**config.mk**
```make
export PLATFORM = sky130hd
export DESIGN_NAME = i2c_register_transfer_sequencer
export DESIGN_NICKNAME = d
export VERILOG_FILES = /design/src/hdl/i2c_rts_pkg.sv /design/src/hdl/i2c_rts_step.sv /design/src/hdl/i2c_register_transfer_sequencer.sv
export SDC_FILE = /design/constraint.sdc
export NUM_CORES = 1
export LEC_CHECK = 0
export CAP_MARGIN = 20
export CORE_ASPECT_RATIO = 0.75
export CORE_MARGIN = 2
export CORE_UTILIZATION = 55
export CTS_CLUSTER_DIAMETER = 60
export DETAILED_ROUTE_END_ITERATION = 6
export DONT_BUFFER_PORTS = 1
export GPL_TIMING_DRIVEN = 0
export HOLD_SLACK_MARGIN = 0.06
export PLACE_DENSITY = 0.7
export SYNTH_ARGS = -nofsm -noshare
export SYNTH_HDL_FRONTEND = slang
export SYNTH_SLANG_ARGS = --single-unit
```
**constraint.sdc**
```tcl
create_clock -name i_clk -period 11.15 [get_ports i_clk]
set_clock_uncertainty 0.2 [all_clocks]
set_input_delay 2.23 -clock i_clk [delete_from_list [all_inputs] [get_ports i_clk]]
set_output_delay 2.23 -clock i_clk [all_outputs]
set_load 0.03 [all_outputs]
```
**src/hdl/i2c_rts_pkg.sv**
```systemverilog
// Types and constants of the I2C register transfer sequencer.
package i2c_rts_pkg;

    localparam logic [1:0] CMD_EVENT = 2'd0;
    localparam logic [1:0] CMD_WRITE = 2'd1;
    localparam logic [1:0] CMD_READ  = 2'd2;

    localparam logic [7:0] ST_START     = 8'h08;
    localparam logic [7:0] ST_REP_START = 8'h10;
    localparam logic [7:0] ST_SLAW_ACK  = 8'h18;
    localparam logic [7:0] ST_DATA_ACK  = 8'h28;
    localparam logic [7:0] ST_SLAR_ACK  = 8'h40;
    localparam logic [7:0] ST_RX_ACK    = 8'h50;
    localparam logic [7:0] ST_RX_NACK   = 8'h58;
    localparam logic [7:0] READ_BIT     = 8'h01;

    localparam logic [2:0] ACT_NONE   = 3'd0;
    localparam logic [2:0] ACT_START  = 3'd1;
    localparam logic [2:0] ACT_WRITE  = 3'd2;
    localparam logic [2:0] ACT_RSTART = 3'd3;
    localparam logic [2:0] ACT_RACK   = 3'd4;
    localparam logic [2:0] ACT_RNACK  = 3'd5;
    localparam logic [2:0] ACT_STOP   = 3'd6;

    localparam logic [2:0] RES_BUSY   = 3'd0;
    localparam logic [2:0] RES_OK     = 3'd1;
    localparam logic [2:0] RES_ESTART = 3'd2;
    localparam logic [2:0] RES_EADDR  = 3'd3;
    localparam logic [2:0] RES_EWRITE = 3'd4;
    localparam logic [2:0] RES_ERST   = 3'd5;
    localparam logic [2:0] RES_EREAD  = 3'd6;

    typedef enum logic [2:0] {
        PH_IDLE   = 3'd0,
        PH_START  = 3'd1,
        PH_SLAW   = 3'd2,
        PH_REG    = 3'd3,
        PH_WDATA  = 3'd4,
        PH_RSTART = 3'd5,
        PH_SLAR   = 3'd6,
        PH_RDATA  = 3'd7
    } t_phase;

    typedef struct packed {
        logic [1:0] command;
        logic [7:0] device_address;
        logic [7:0] register_index;
        logic [7:0] byte_count;
        logic [7:0] bus_status;
        logic [7:0] write_byte;
        logic [7:0] read_byte;
    } t_in_word;

    typedef struct packed {
        logic       accepted;
        logic [2:0] bus_action;
        logic [7:0] bus_byte;
        logic [7:0] byte_index;
        logic       store_valid;
        logic [7:0] store_byte;
        logic [2:0] op_result;
        logic [7:0] error_status;
        logic       busy_res;
    } t_out_word;

    // Transfer context kept between steps, apart from the phase.
    typedef struct packed {
        logic       is_write;
        logic [7:0] target_address;
        logic [7:0] target_register;
        logic [7:0] total_bytes;
        logic [7:0] done_bytes;
        logic [7:0] last_error_code;
        logic [2:0] result_code;
    } t_ctx;

endpackage

```
**src/hdl/i2c_rts_step.sv**
```systemverilog
// One sequencer step: next phase, next context and the result word.
module i2c_rts_step (
    input  i2c_rts_pkg::t_phase    i_phase,
    input  i2c_rts_pkg::t_ctx      i_ctx,
    input  i2c_rts_pkg::t_in_word  i_word,
    output i2c_rts_pkg::t_phase    o_phase,
    output i2c_rts_pkg::t_ctx      o_ctx,
    output i2c_rts_pkg::t_out_word o_word
);
    import i2c_rts_pkg::*;

    logic       start_ok;
    logic       is_event;
    logic [7:0] done_p1;
    logic [7:0] done_p2;
    logic       last_rx;
    logic       write_done;
    logic [7:0] expected;
    logic       status_ok;
    t_ctx       ctx_n;
    logic [2:0] action;
    logic [7:0] bus_byte;
    logic [7:0] index;
    logic       store_valid;
    logic [7:0] store_byte;

    assign start_ok   = (i_word.command == CMD_WRITE || i_word.command == CMD_READ)
                        && (i_phase == PH_IDLE);
    assign is_event   = (i_word.command == CMD_EVENT);
    assign done_p1    = i_ctx.done_bytes + 8'd1;
    assign done_p2    = i_ctx.done_bytes + 8'd2;
    assign last_rx    = (done_p1 == i_ctx.total_bytes);
    assign write_done = (i_ctx.done_bytes == i_ctx.total_bytes);

    always_comb begin
        case (i_phase)
            PH_START:  expected = ST_START;
            PH_SLAW:   expected = ST_SLAW_ACK;
            PH_REG:    expected = ST_DATA_ACK;
            PH_WDATA:  expected = ST_DATA_ACK;
            PH_RSTART: expected = ST_REP_START;
            PH_SLAR:   expected = ST_SLAR_ACK;
            PH_RDATA:  expected = last_rx ? ST_RX_NACK : ST_RX_ACK;
            default:   expected = ST_START;
        endcase
    end

    assign status_ok = (i_word.bus_status == expected);

    // Next phase.
    always_comb begin
        o_phase = i_phase;
        if (start_ok) begin
            o_phase = PH_START;
        end else if (is_event && i_phase != PH_IDLE) begin
            if (!status_ok) begin
                o_phase = PH_IDLE;
            end else begin
                case (i_phase)
                    PH_START:  o_phase = PH_SLAW;
                    PH_SLAW:   o_phase = PH_REG;
                    PH_REG:    o_phase = i_ctx.is_write ? PH_WDATA : PH_RSTART;
                    PH_WDATA:  o_phase = write_done ? PH_IDLE : PH_WDATA;
                    PH_RSTART: o_phase = PH_SLAR;
                    PH_SLAR:   o_phase = PH_RDATA;
                    PH_RDATA:  o_phase = last_rx ? PH_IDLE : PH_RDATA;
                    default:   o_phase = i_phase;
                endcase
            end
        end
    end

    // Bus action, data path and context update.
    always_comb begin
        ctx_n       = i_ctx;
        action      = ACT_NONE;
        bus_byte    = 8'd0;
        index       = 8'd0;
        store_valid = 1'b0;
        store_byte  = 8'd0;
        if (start_ok) begin
            ctx_n.is_write        = (i_word.command == CMD_WRITE);
            ctx_n.target_address  = i_word.device_address;
            ctx_n.target_register = i_word.register_index;
            ctx_n.total_bytes     = i_word.byte_count;
            ctx_n.done_bytes      = 8'd0;
            ctx_n.result_code     = RES_BUSY;
            action                = ACT_START;
        end else if (is_event && i_phase != PH_IDLE) begin
            if (!status_ok) begin
                ctx_n.last_error_code = i_word.bus_status;
                action                = ACT_STOP;
                case (i_phase)
                    PH_START: begin
                        ctx_n.result_code = RES_ESTART;
                        action            = ACT_NONE;
                    end
                    PH_SLAW:   ctx_n.result_code = RES_EADDR;
                    PH_REG:    ctx_n.result_code = RES_EWRITE;
                    PH_WDATA:  ctx_n.result_code = RES_EWRITE;
                    PH_RSTART: ctx_n.result_code = RES_ERST;
                    default:   ctx_n.result_code = RES_EREAD;
                endcase
            end else begin
                case (i_phase)
                    PH_START: begin
                        action   = ACT_WRITE;
                        bus_byte = i_ctx.target_address;
                    end
                    PH_SLAW: begin
                        action   = ACT_WRITE;
                        bus_byte = i_ctx.target_register;
                    end
                    PH_REG: begin
                        if (i_ctx.is_write) begin
                            action           = ACT_WRITE;
                            bus_byte         = i_word.write_byte;
                            index            = i_ctx.done_bytes;
                            ctx_n.done_bytes = done_p1;
                        end else begin
                            action = ACT_RSTART;
                        end
                    end
                    PH_WDATA: begin
                        if (write_done) begin
                            ctx_n.result_code = RES_OK;
                            action            = ACT_STOP;
                        end else begin
                            action           = ACT_WRITE;
                            bus_byte         = i_word.write_byte;
                            index            = i_ctx.done_bytes;
                            ctx_n.done_bytes = done_p1;
                        end
                    end
                    PH_RSTART: begin
                        action   = ACT_WRITE;
                        bus_byte = i_ctx.target_address | READ_BIT;
                    end
                    PH_SLAR: begin
                        action = (i_ctx.total_bytes == 8'd1) ? ACT_RNACK : ACT_RACK;
                    end
                    PH_RDATA: begin
                        store_valid      = 1'b1;
                        store_byte       = i_word.read_byte;
                        index            = i_ctx.done_bytes;
                        ctx_n.done_bytes = done_p1;
                        if (last_rx) begin
                            ctx_n.result_code = RES_OK;
                            action            = ACT_STOP;
                        end else begin
                            action = (done_p2 == i_ctx.total_bytes) ? ACT_RNACK : ACT_RACK;
                        end
                    end
                    default: action = ACT_NONE;
                endcase
            end
        end
    end

    assign o_ctx = ctx_n;

    always_comb begin
        o_word.accepted     = start_ok;
        o_word.bus_action   = action;
        o_word.bus_byte     = bus_byte;
        o_word.byte_index   = index;
        o_word.store_valid  = store_valid;
        o_word.store_byte   = store_byte;
        o_word.op_result    = ctx_n.result_code;
        o_word.error_status = ctx_n.last_error_code;
        o_word.busy_res     = (o_phase != PH_IDLE);
    end

endmodule

```
**src/hdl/i2c_register_transfer_sequencer.sv**
```systemverilog
// Top level of the I2C register transfer sequencer: input register, step logic, result register.
//
//   channel | direction | handshake                  | word
//   --------+-----------+----------------------------+---------------------------
//   in      | to block  | i_in_valid / o_in_stall    | i_in_word  (t_in_word)
//   out     | from block| o_out_valid / i_out_stall  | o_out_word (t_out_word)
//
// Every accepted word gives exactly one result word, which passes the input register
// and then the result register. One word is taken per cycle while the output side
// does not stall: the input register feeds the step logic, and the step updates the
// sequencer state in the same edge at which it loads the result register, so the
// next word sees it. Reset (i_rst_n low at a clock edge) empties both registers and
// returns the sequencer to idle with a cleared context. A stall on the output holds
// the result register and, once the input register is full, raises o_in_stall.
module i2c_register_transfer_sequencer (
    input  logic                   i_clk,
    input  logic                   i_rst_n,
    input  logic                   i_in_valid,
    output logic                   o_in_stall,
    input  i2c_rts_pkg::t_in_word  i_in_word,
    output logic                   o_out_valid,
    input  logic                   i_out_stall,
    output i2c_rts_pkg::t_out_word o_out_word
);
    import i2c_rts_pkg::*;

    // Input stage.
    logic      r_in_valid;
    t_in_word  r_in_word;

    // Sequencer state.
    t_phase    r_phase;
    t_phase    n_phase;
    t_ctx      r_ctx;
    t_ctx      n_ctx;

    // Result stage.
    logic      r_out_valid;
    t_out_word r_out_word;
    t_out_word n_out_word;

    logic      out_free;
    logic      advance;
    logic      in_take;

    // The result register can load when it is empty or being emptied this cycle.
    assign out_free = !r_out_valid || !i_out_stall;
    // A held word moves through the step logic whenever its result can be stored.
    assign advance  = r_in_valid && out_free;
    // The input register takes a new word when it is empty or being drained.
    assign in_take  = i_in_valid && (!r_in_valid || advance);

    assign o_in_stall  = r_in_valid && !advance;
    assign o_out_valid = r_out_valid;
    assign o_out_word  = r_out_word;

    i2c_rts_step u_step (
        .i_phase (r_phase),
        .i_ctx   (r_ctx),
        .i_word  (r_in_word),
        .o_phase (n_phase),
        .o_ctx   (n_ctx),
        .o_word  (n_out_word)
    );

    always_ff @(posedge i_clk) begin
        if (!i_rst_n) begin
            r_in_valid <= 1'b0;
        end else if (in_take) begin
            r_in_valid <= 1'b1;
        end else if (advance) begin
            r_in_valid <= 1'b0;
        end
    end

    always_ff @(posedge i_clk) begin
        if (in_take) begin
            r_in_word <= i_in_word;
        end
    end

    // State only moves when a step result is actually stored.
    always_ff @(posedge i_clk) begin
        if (!i_rst_n) begin
            r_phase <= PH_IDLE;
            r_ctx   <= '0;
        end else if (advance) begin
            r_phase <= n_phase;
            r_ctx   <= n_ctx;
        end
    end

    always_ff @(posedge i_clk) begin
        if (!i_rst_n) begin
            r_out_valid <= 1'b0;
        end else if (advance) begin
            r_out_valid <= 1'b1;
        end else if (!i_out_stall) begin
            r_out_valid <= 1'b0;
        end
    end

    always_ff @(posedge i_clk) begin
        if (advance) begin
            r_out_word <= n_out_word;
        end
    end

endmodule

```
==> results of run 1 <==
==> metrics by stage <==
step | hold WS (ns) | total power [mW] | utilization [%] | setup slack [ns]
3_3_place_gp | 0.243 | 0.676 | 58.1 | 4.85
3_5_place_dp | 0.246 | 0.678 | 58.4 | 6.00
2_1_floorplan | 0.232 | 0.658 | - | 5.69
4_1_cts | 0.255 | 1.27 | 64.1 | 6.07
6_report | 0.256 | 1.27 | 64.1 | 6.08
5_1_grt | 0.285 | 1.31 | 64.1 | 6.06
==> layout make-up <==
class	count	area, um^2	share of cell area [%]
sequential	140	3710	52.9
clock inverter	14	198	2.82
inverter	11	42.5	0.606
clock buffer	18	429	6.12
buffer	29	144	2.05
tap	140	175	2.50
multi-input combinational	363	2290	32.6
timing repair buffer	1	27.5	0.392
==> cells in the mapped netlist (3+ instances only) <==
master and n:
and2_1 18, o211ai_1 5, inv_1 8, xnor2_1 5
dfxtp_1 49, buf_1 3, or2_2 3, or3_1 9
a22oi_1 4, o22ai_1 4, o21ai_0 16, nor2b_1 4
edfxtp_1 91, o41ai_1 4, a222oi_1 7, nand3_1 12
mux2i_1 5, nor4_1 3, nand3b_1 4, a22o_1 4
nor3b_1 4, nor3_1 7, clkbuf_1 12, clkinv_1 3
nor2_1 40, ha_1 4, nand2_1 81, mux2_4 4
buf_2 9, a21oi_1 47, a31oi_1 3, xor2_1 13
==> metal layers <==
layer	GRT usage, %	share of wire [%]	up-vias
met5	0	0	-
met4	7.42	1.2	0
met3	7.17	7.8	16
met2	36.6	46	179
met1	31.9	45	2087
li1	-	-	2039
==> cell usage in the layout (no fill, tap or decap), types with 5 or more instances in the layout <==
cell	Yosys	final
a222oi_1	7	7
dfxtp_1	49	49
o211ai_1	5	5
a21oi_1	47	47
inv_8	0	5
edfxtp_1	91	91
and2_1	18	18
nand3_1	12	12
nor2_1	40	40
inv_1	8	8
clkbuf_16	0	17
buf_2	9	9
clkbuf_1	12	13
or3_1	9	9
nand2_1	81	81
nor3_1	7	7
mux2i_1	5	5
xnor2_1	5	5
o21ai_0	16	16
xor2_1	13	13
==> logic make-up (layout without fill, tap and decap cells) <==
family	Yosys count	count (layout)
muxes	9	9
AOI/OAI and AO/OA	122	122
DFF	140	140
adders and majority gates	4	4
and+or+nand+nor	207	207
xor gates and xnor gates	21	21
buffers and inverters	40	73
==> power groups by stage <==
stage	Clock [mW]	Sequential, mW	Combinational [mW]
final	0.602	0.600	0.0681
after global routing	0.629	0.603	0.0746
after CTS	0.606	0.601	0.0674
after detailed placement	0	0.611	0.0669
after global placement	0	0.612	0.0641
after floorplan	0	0.609	0.0491
==> worst max path at each step <==
stage	endpoint
floorplan	r_in_word[0]
finish	o_in_stall
global route	o_in_stall
CTS	o_in_stall
global placement	r_in_word[0]
detailed placement	r_ctx[40]
==> registers in the layout (all words and copies together) (netlist names) <==
| name | flops |
|---|---|
| o_out_valid | 1 |
| r_in_valid | 1 |
| r_ctx | 44 |
| o_out_word | 41 |
| r_phase | 3 |
| r_in_word | 50 |
==> impl_metrics.toml, run 1 <==
[floorplan]
die_w_um = 126
design.core.area_um2 = 10900
die_area_um2 = 12100
row_count = 33
ios = 97
die_y_um = 95.8
start_util_pct = 56.5

[cts]
cts_root_buf = "clkbuf_16"
ctsHoldBuffers = 0
cts_tree = "built"
cts_made_buffers = 17
clock_latency_ns = 0.42
clk_pin_slew_ns = 0.06
cts_resized = 0
clock_sink_count = 140
htree_levels = 4
clk_path_buf_depth = 2
cts_setup_buffers = 0

[placed_design]
post_dp_cell_area_um2 = 6390
gp_congestion = 0.916
hpwl_mm = 9.59
portBuffers = 0
post-place-cells = 684

[yosys]
yosysWarningCount = 0
synth_top_area_share_pct = 44.2
synth-xor-area-share_pct = 3.62
synthAdderAreaFrac_pct = 0.810
avgSynthCellArea_um2 = 11.4
synthSimpleGateAreaFrac_pct = 17.2
synth_compound_area_share_pct = 13.5
synth_top_family_by_area = "simple AND/OR/NAND/NOR gates"
syn-num-nets = 601
synth_edf_count = 91
ys_seq_area_share_pct = 60.1
ys.flop_type = "edfxtp_1"
postSynthCellCount = 543
yosys.area.top_type = "edfxtp_1"
ys_types = 80
async_flop_share_pct = 0
synth_seq_cells = 140
syn_area_um2 = 6180
synth_top_cells_by_area = "edfxtp_1 (44%), dfxtp_1 (16%), nand2_1 (4.9%)"
synth.area.mux_share_pct = 1.78

[timing]
slew_violations = 0
fmax_mhz = 197
rsz0062_at_grt = "no"
setup-tns-final_ns = 0
period_share_pct = 45.5
hold_violations = 0
finalCriticalPeriod_ns = 5.07
worst_slew_pin_slew_ns = 1.13
setup_violations = 0
slew_headroom_pct = 24.2

[grt]
first_global_vias = 3933
grt_start_max_net_pins = 50
grt_overflow_total = 0
antenna_found_initial = 0
grt_util_all_layers_pct = 23.5
grt_first_pass_wirelength_mm = 21.5

[drt]
wl_per_cell_um = 19.3
avgViaCountPerCell = 6.03
first_pass_iters = 5
wirelength_mm = 13.8
first_iter_violations = 378
final_antenna_net_count = 0
vias = 4321
detail_route.drc_violations = 0

[power_and_ir_drop]
intPower_mw = 0.961
leakagePower_nw = 2.52
clkPwrFrac_pct = 47.4
power.switching_mw = 0.310
p_comb_share_pct = 5.4
seqPwrFrac_pct = 47.2
p_per_area_nw_per_um2 = 181
ir_drop_mv = 0.174
sw_frac_of_total_pct = 24.4

[worst_hold_path]
holdPathEnd = "r_ctx[35]"
hold_depth = 2
min_from = "r_ctx[35]"
hp-class = "register to register"

[worst_setup_path]
critPathLaunch = "i_out_stall"
critical_path_buf_inv_count = 0
r2r_end = "r_ctx[13]"
cp-end-kind = "primary output"
worstSetupPathType = "input pin to primary output"
crit_path_start_kind = "input pin"
crit_family = "simple AND/OR/NAND/NOR gates"
r2r-start = "o_out_valid"
max_stage_delay_ns = 0.41
slowest_stage = "and3_1"
worstPathCellList = "and3_1"
cp_num_cells = 1
r2r_slack_ns = 7.69
crit_fanout = 3
ff2ff_path_depth = 8
cp.arrival_ns = 2.64
critical_path_required_ns = 8.72

[run_status]
status = "complete, no violations"

[layout]
finalNetCount = 621
fin_area_um2 = 7020
fillCellCount = 845
drive_gt1_share_pct = 13.2
antenna_cells = 0
area_growth_pct = 13.6
final_cells = 716

[job]
cap_violations = 0
Power figures use the tool's default switching activity.
==> run 2, diff against run 1 <==
- PLACE_DENSITY: 0.7 -> 0.73
- clock period: 11.15 -> 4.48 ns (I/O delays scaled with it)
==> run 2 against run 1 <==
Critical path depth increased by 8. Clock power rose by 130%. Hold slack worse by 0.0019 ns. Critical path type is now register to register. Largest cell class unchanged.
==> impl_metrics.toml, run 2 (synthesis results as in run 1) <==
[run_status]
status = "complete, no violations"

[layout]
antenna_cells = 0
largest_reg_flops = 50
mostFrequentLayoutCells = "edfxtp_1 (91), nand2_1 (81), dfxtp_1 (49)"
finalNetCount = 622
top_register = "r_in_word"
fillCellCount = 832
final_common_cell = "edfxtp_1"
area_growth_pct = 12.8
drive_gt1_share_pct = 13.3
utilization_pct = 63.7
final_cells = 717

[grt]
antenna_found_initial = 0
grt_start_max_net_pins = 50
first_global_vias = 4021
grt_first_pass_wirelength_mm = 21.3
grt_util_all_layers_pct = 23.3
grt_overflow_total = 0

[cts]
cts_resized = 0
cts_setup_buffers = 0
clk_path_buf_depth = 2
clock_sink_count = 140
cts_made_buffers = 17
cts_tree = "built"
ctsHoldBuffers = 0
cts_root_buf = "clkbuf_16"
clk_pin_slew_ns = 0.07
clock_latency_ns = 0.42
htree_levels = 4

[timing]
slew_violations = 0
rsz0062_at_grt = "no"
fmax_mhz = 288
worst_slew_pin_slew_ns = 0.864
setup_violations = 0
slew_headroom_pct = 41.9
finalCriticalPeriod_ns = 3.48
hold_violations = 0
period_share_pct = 77.6

[worst_setup_path]
worstSetupPathType = "register to register"
worstPathCellList = "ha_1 > nand3_1 > or3_1 > a32oi_2 > a31oi_4 > xnor2_4 > nor2_2 > o2111ai_2 > a31oi_1"
crit_path_start_kind = "register"
crit_fanout = 8
r2r_end = "o_out_word[29]"
critical_path_buf_inv_count = 0
crit_family = "compound AO/OA/AOI/OAI gates"
critical_path_required_ns = 4.53
ff2ff_path_depth = 9
cp_num_cells = 9
cp-end-kind = "register"
critPathLaunch = "r_ctx[12]"
r2r-start = "r_ctx[12]"
r2r_slack_ns = 1.00
slowest_stage = "dfxtp_1"
cp-endpoint = "o_out_word[29]"
cp.arrival_ns = 3.53
max_stage_delay_ns = 0.48

[floorplan]
die_w_um = 126
design.core.area_um2 = 10900
start_util_pct = 56.5
die_y_um = 95.8
row_count = 33
ios = 97
die_area_um2 = 12100

[placed_design]
portBuffers = 0
post-place-cells = 684
hpwl_mm = 9.41
gp_congestion = 0.931

[drt]
first_iter_violations = 435
first_pass_iters = 5
wirelength_mm = 13.6
final_antenna_net_count = 0
detail_route.drc_violations = 0
avgViaCountPerCell = 6.04
vias = 4332
wl_per_cell_um = 19.0

[worst_hold_path]
min_from = "r_ctx[35]"
hp-class = "register to register"

[power_and_ir_drop]
ir_drop_mv = 0.308
leakagePower_nw = 2.50
p_per_area_nw_per_um2 = 435

[job]
cap_violations = 0
-- run 2: cell count changes in the layout (fill, tap and decap cells not counted) --
cell,previous run,this run
inv_8,5,4
inv_6,4,5
buf_2,9,10
clkinvlp_4,1,2
bufinv_16,3,1
clkinv_2,1,2
-- run 2: tightest hold or removal path, cell delays in order (launching register included) --
cell and delay, ns:
dfxtp_1 0.31, nand2_1 0.05, a21oi_1 0.05
-- run 2: worst min path at each step --
| stage | end | slack (ns) | cells past startpoint |
|---|---|---|---|
| 2_1_floorplan | r_ctx[34] | 0.23 | 2 |
| 4_1_cts | r_ctx[35] | 0.26 | 2 |
| 6_report | r_ctx[35] | 0.25 | 2 |
| 3_3_place_gp | r_ctx[34] | 0.24 | 2 |
| 3_5_place_dp | r_ctx[35] | 0.25 | 2 |
| 5_1_grt | r_ctx[35] | 0.28 | 2 |
-- run 2: area by class of cell --
class | instances | area (um^2) | area share, %
plain buffers | 29 | 144 | 2.06
multi-input cells | 363 | 2290 | 32.8
repair buffers | 2 | 32.5 | 0.467
clock buffers | 18 | 429 | 6.15
clock inverters | 14 | 148 | 2.12
inverters | 11 | 42.5 | 0.610
well taps | 140 | 175 | 2.51
flip-flops and latches | 140 | 3710 | 53.3
-- run 2: stage by stage --
stage,setup WS [ns],hold WS (ns),TNS (ns),cell area [um^2],power [mW]
after detailed placement,0.839,0.251,0,6390,1.69
after global placement,-0.477,0.242,-24.90,6350,1.68
after CTS,1.05,0.257,0,6970,3.04
final,1.00,0.254,0,6970,3.03
after global routing,0.774,0.276,0,6970,3.13
after floorplan,0.356,0.232,0,6180,1.64
-- run 2: per-layer routing --
| metal | part of all wire [%] | global-route usage [%] | vias up |
|---|---|---|---|
| met5 | 0 | 0 | - |
| met4 | 1.3 | 8.70 | 0 |
| met3 | 8.0 | 7.62 | 15 |
| met2 | 45 | 35.4 | 189 |
| met1 | 45 | 31.4 | 2086 |
| li1 | - | - | 2042 |
-- run 2: power by group --
| group | internal [mW] | switching, mW |
|---|---|---|
| logic | 0.0532 | 0.116 |
| registers | 1.44 | 0.0572 |
| clock network | 0.787 | 0.580 |
==> run 3, diff against run 2 <==
- ABC_AREA: not set -> 1
- PLACE_DENSITY: 0.73 -> 0.7
- clock period: 4.48 -> 3.3 ns (I/O delays scaled with it)
==> run 3 against run 2 <==
Cell area is 3.1% lower. Non-clock buffer count decreased by 12. Hold slack got worse by 0.12 ns. Register-to-register slack got worse by 0.64 ns. Setup slack lost 0.64 ns. Power is 40% higher. Wire length is 3.7% lower. Via count grew 0.23%. Clock power rose by 32%. Largest cell class unchanged.
==> impl_metrics.toml, run 3 <==
[grt]
grt_first_pass_wirelength_mm = 21.1
antenna_found_initial = 0
grt_overflow_total = 0
first_global_vias = 4112
grt_util_all_layers_pct = 23.4
grt_start_max_net_pins = 47

[timing]
finalCriticalPeriod_ns = 2.93
slew_violations = 0
slew_headroom_pct = 60.5
hold_violations = 0
worst_slew_pin_slew_ns = 0.590
setup_violations = 0
fmax_mhz = 341
rsz0062_at_grt = "no"
period_share_pct = 88.9

[yosys]
ys_types = 34
syn_area_um2 = 5980
ys.flop_type = "edfxtp_1"
synth_seq_cells = 140
async_flop_share_pct = 0
avgSynthCellArea_um2 = 9.52
yosys.area.top_type = "edfxtp_1"
synth_top_area_share_pct = 45.7
synth_edf_count = 91
yosysWarningCount = 0
synth_common_cells = "nand2_1 (123), nor2_1 (105), edfxtp_1 (91), inv_1 (73), dfxtp_1 (49)"
synth.most_common_cell = "nand2_1"
ys_seq_area_share_pct = 62.1
postSynthCellCount = 628
syn-num-nets = 686
synth_top_cells_by_area = "edfxtp_1 (46%), dfxtp_1 (16%), nand2_1 (7.7%)"

[drt]
wirelength_mm = 13.1
detail_route.drc_violations = 0
final_antenna_net_count = 0
first_iter_violations = 416
vias = 4342
first_pass_iters = 5
wl_per_cell_um = 16.5
avgViaCountPerCell = 5.44

[layout]
largest_reg_flops = 50
final_cells = 798
mostFrequentLayoutCells = "nand2_1 (123), nor2_1 (105), edfxtp_1 (91)"
final_common_cell = "nand2_1"
top_register = "r_in_word"
antenna_cells = 0
drive_gt1_share_pct = 9.52
finalNetCount = 707
utilization_pct = 64.7
area_growth_pct = 13.1

[worst_setup_path]
slowest_stage = "dfxtp_1"
cp.arrival_ns = 2.89
worstSetupPathType = "register to register"
cp-end-kind = "register"
critical_path.most_common_cell = "nand2_1"
critical_path_buf_inv_count = 1
r2r_end = "o_out_word[0]"
max_stage_delay_ns = 0.48
crit_path_start_kind = "register"
r2r_slack_ns = 0.37
crit_family = "simple AND/OR/NAND/NOR gates"
crit_fanout = 10
critical_path_required_ns = 3.26
ff2ff_path_depth = 17
worstPathCellList = "ha_1 > nand2_2 > nor2_2 > nand2_1 > nand2_1 > nand3_1 > nor2_4 > nand3_2 > nand2_1 > nand2_1 > nand3_1 > nor2_1 > buf_4 > nand2_1 > nand3_1 > nor2_1 > nand3_1"
r2r-start = "r_ctx[12]"

[power_and_ir_drop]
intPower_mw = 3.08
sw_frac_of_total_pct = 27.3
leakagePower_nw = 2.74
p_comb_share_pct = 8.0
power.switching_mw = 1.16
seqPwrFrac_pct = 49.2
ir_drop_mv = 0.415
clkPwrFrac_pct = 42.8
p_per_area_nw_per_um2 = 628

[floorplan]
die_area_um2 = 11700
row_count = 32
ios = 97
die_w_um = 124
die_y_um = 94.3
design.core.area_um2 = 10500
start_util_pct = 57.2

[placed_design]
gp_congestion = 0.932
hpwl_mm = 9.37
portBuffers = 0
post-place-cells = 766

[worst_hold_path]
min_from = "i_in_word[37]"
hold_depth = 0
holdPathEnd = "r_in_word[37]"
hp-class = "input pin to register"

[cts]
clock_latency_ns = 0.42
clk_path_buf_depth = 2
ctsHoldBuffers = 0
cts_tree = "built"
cts_root_buf = "clkbuf_16"
clock_sink_count = 140
cts_made_buffers = 17
clk_pin_slew_ns = 0.06
htree_levels = 4
cts_resized = 0
cts_setup_buffers = 0

[job]
cap_violations = 0

[run_status]
status = "complete, no violations"
-- run 3: cell type report --
type / count / area (um^2)
Sequential cell: 140 / 3710
Fill cell: 839 / 3690
Multi-Input combinational cell: 394 / 1890
Clock buffer: 17 / 425
Inverter: 77 / 294
Tap cell: 136 / 170
Clock inverter: 15 / 144
Buffer: 17 / 80.1
Timing Repair Buffer: 2 / 40.0
-- run 3: layer usage --
layer | share of wire, % | up-vias | track usage [%] | routed length (um)
met5 | 0 | - | 0 | 0
met1 | 48 | 2068 | 32.3 | 6330
met4 | 0.89 | 0 | 7.87 | 117
met3 | 7.0 | 11 | 7.52 | 922
li1 | - | 2107 | - | -
met2 | 44 | 156 | 35.2 | 5770
-- run 3: worst max-delay path by stage --
| stage | start | end | slack, ns | depth (start not counted) |
|---|---|---|---|---|
| finish | r_ctx[12] | o_out_word[0] | 0.37 | 17 |
| global placement | i_out_stall | r_ctx[2] | -0.23 | 6 |
| floorplan | i_out_stall | o_out_word[0] | 0.38 | 4 |
| CTS | r_ctx[12] | o_out_word[0] | 0.42 | 17 |
| detailed placement | r_ctx[12] | o_out_word[0] | 0.44 | 17 |
| global route | r_ctx[12] | o_out_word[0] | 0.15 | 14 |
-- run 3: cells by family after synthesis --
logic type,count (synthesis),synth area share [%]
flip-flops,140,62.1
adder cells (fa/ha/maj),4,0.838
buffers and inverters,94,6.24
AO/OA/AOI/OAI,81,7.29
AND/OR/NAND/NOR,294,21.3
XOR/XNOR,15,2.20
-- run 3: power groups by stage --
| stage | clock (mW) | sequential, mW | combinational [mW] |
|---|---|---|---|
| after floorplan | 0 | 2.11 | 0.248 |
| after global placement | 0 | 2.13 | 0.317 |
| after detailed placement | 0 | 2.12 | 0.333 |
| after CTS | 1.84 | 2.09 | 0.336 |
| after global routing | 1.92 | 2.10 | 0.384 |
| final | 1.81 | 2.09 | 0.339 |
-- run 3: through the flow --
step	total power [mW]	cell area [um^2]	setup TNS (ns)	hold WS (ns)	setup WS, ns
global placement	2.44	6150	-9.08	0.258	-0.230
floorplan	2.35	5980	0	0.244	0.380
global route	4.40	6760	0	0.111	0.145
finish	4.24	6760	0	0.133	0.366
detailed placement	2.46	6190	0	0.261	0.439
CTS	4.26	6760	0	0.116	0.424
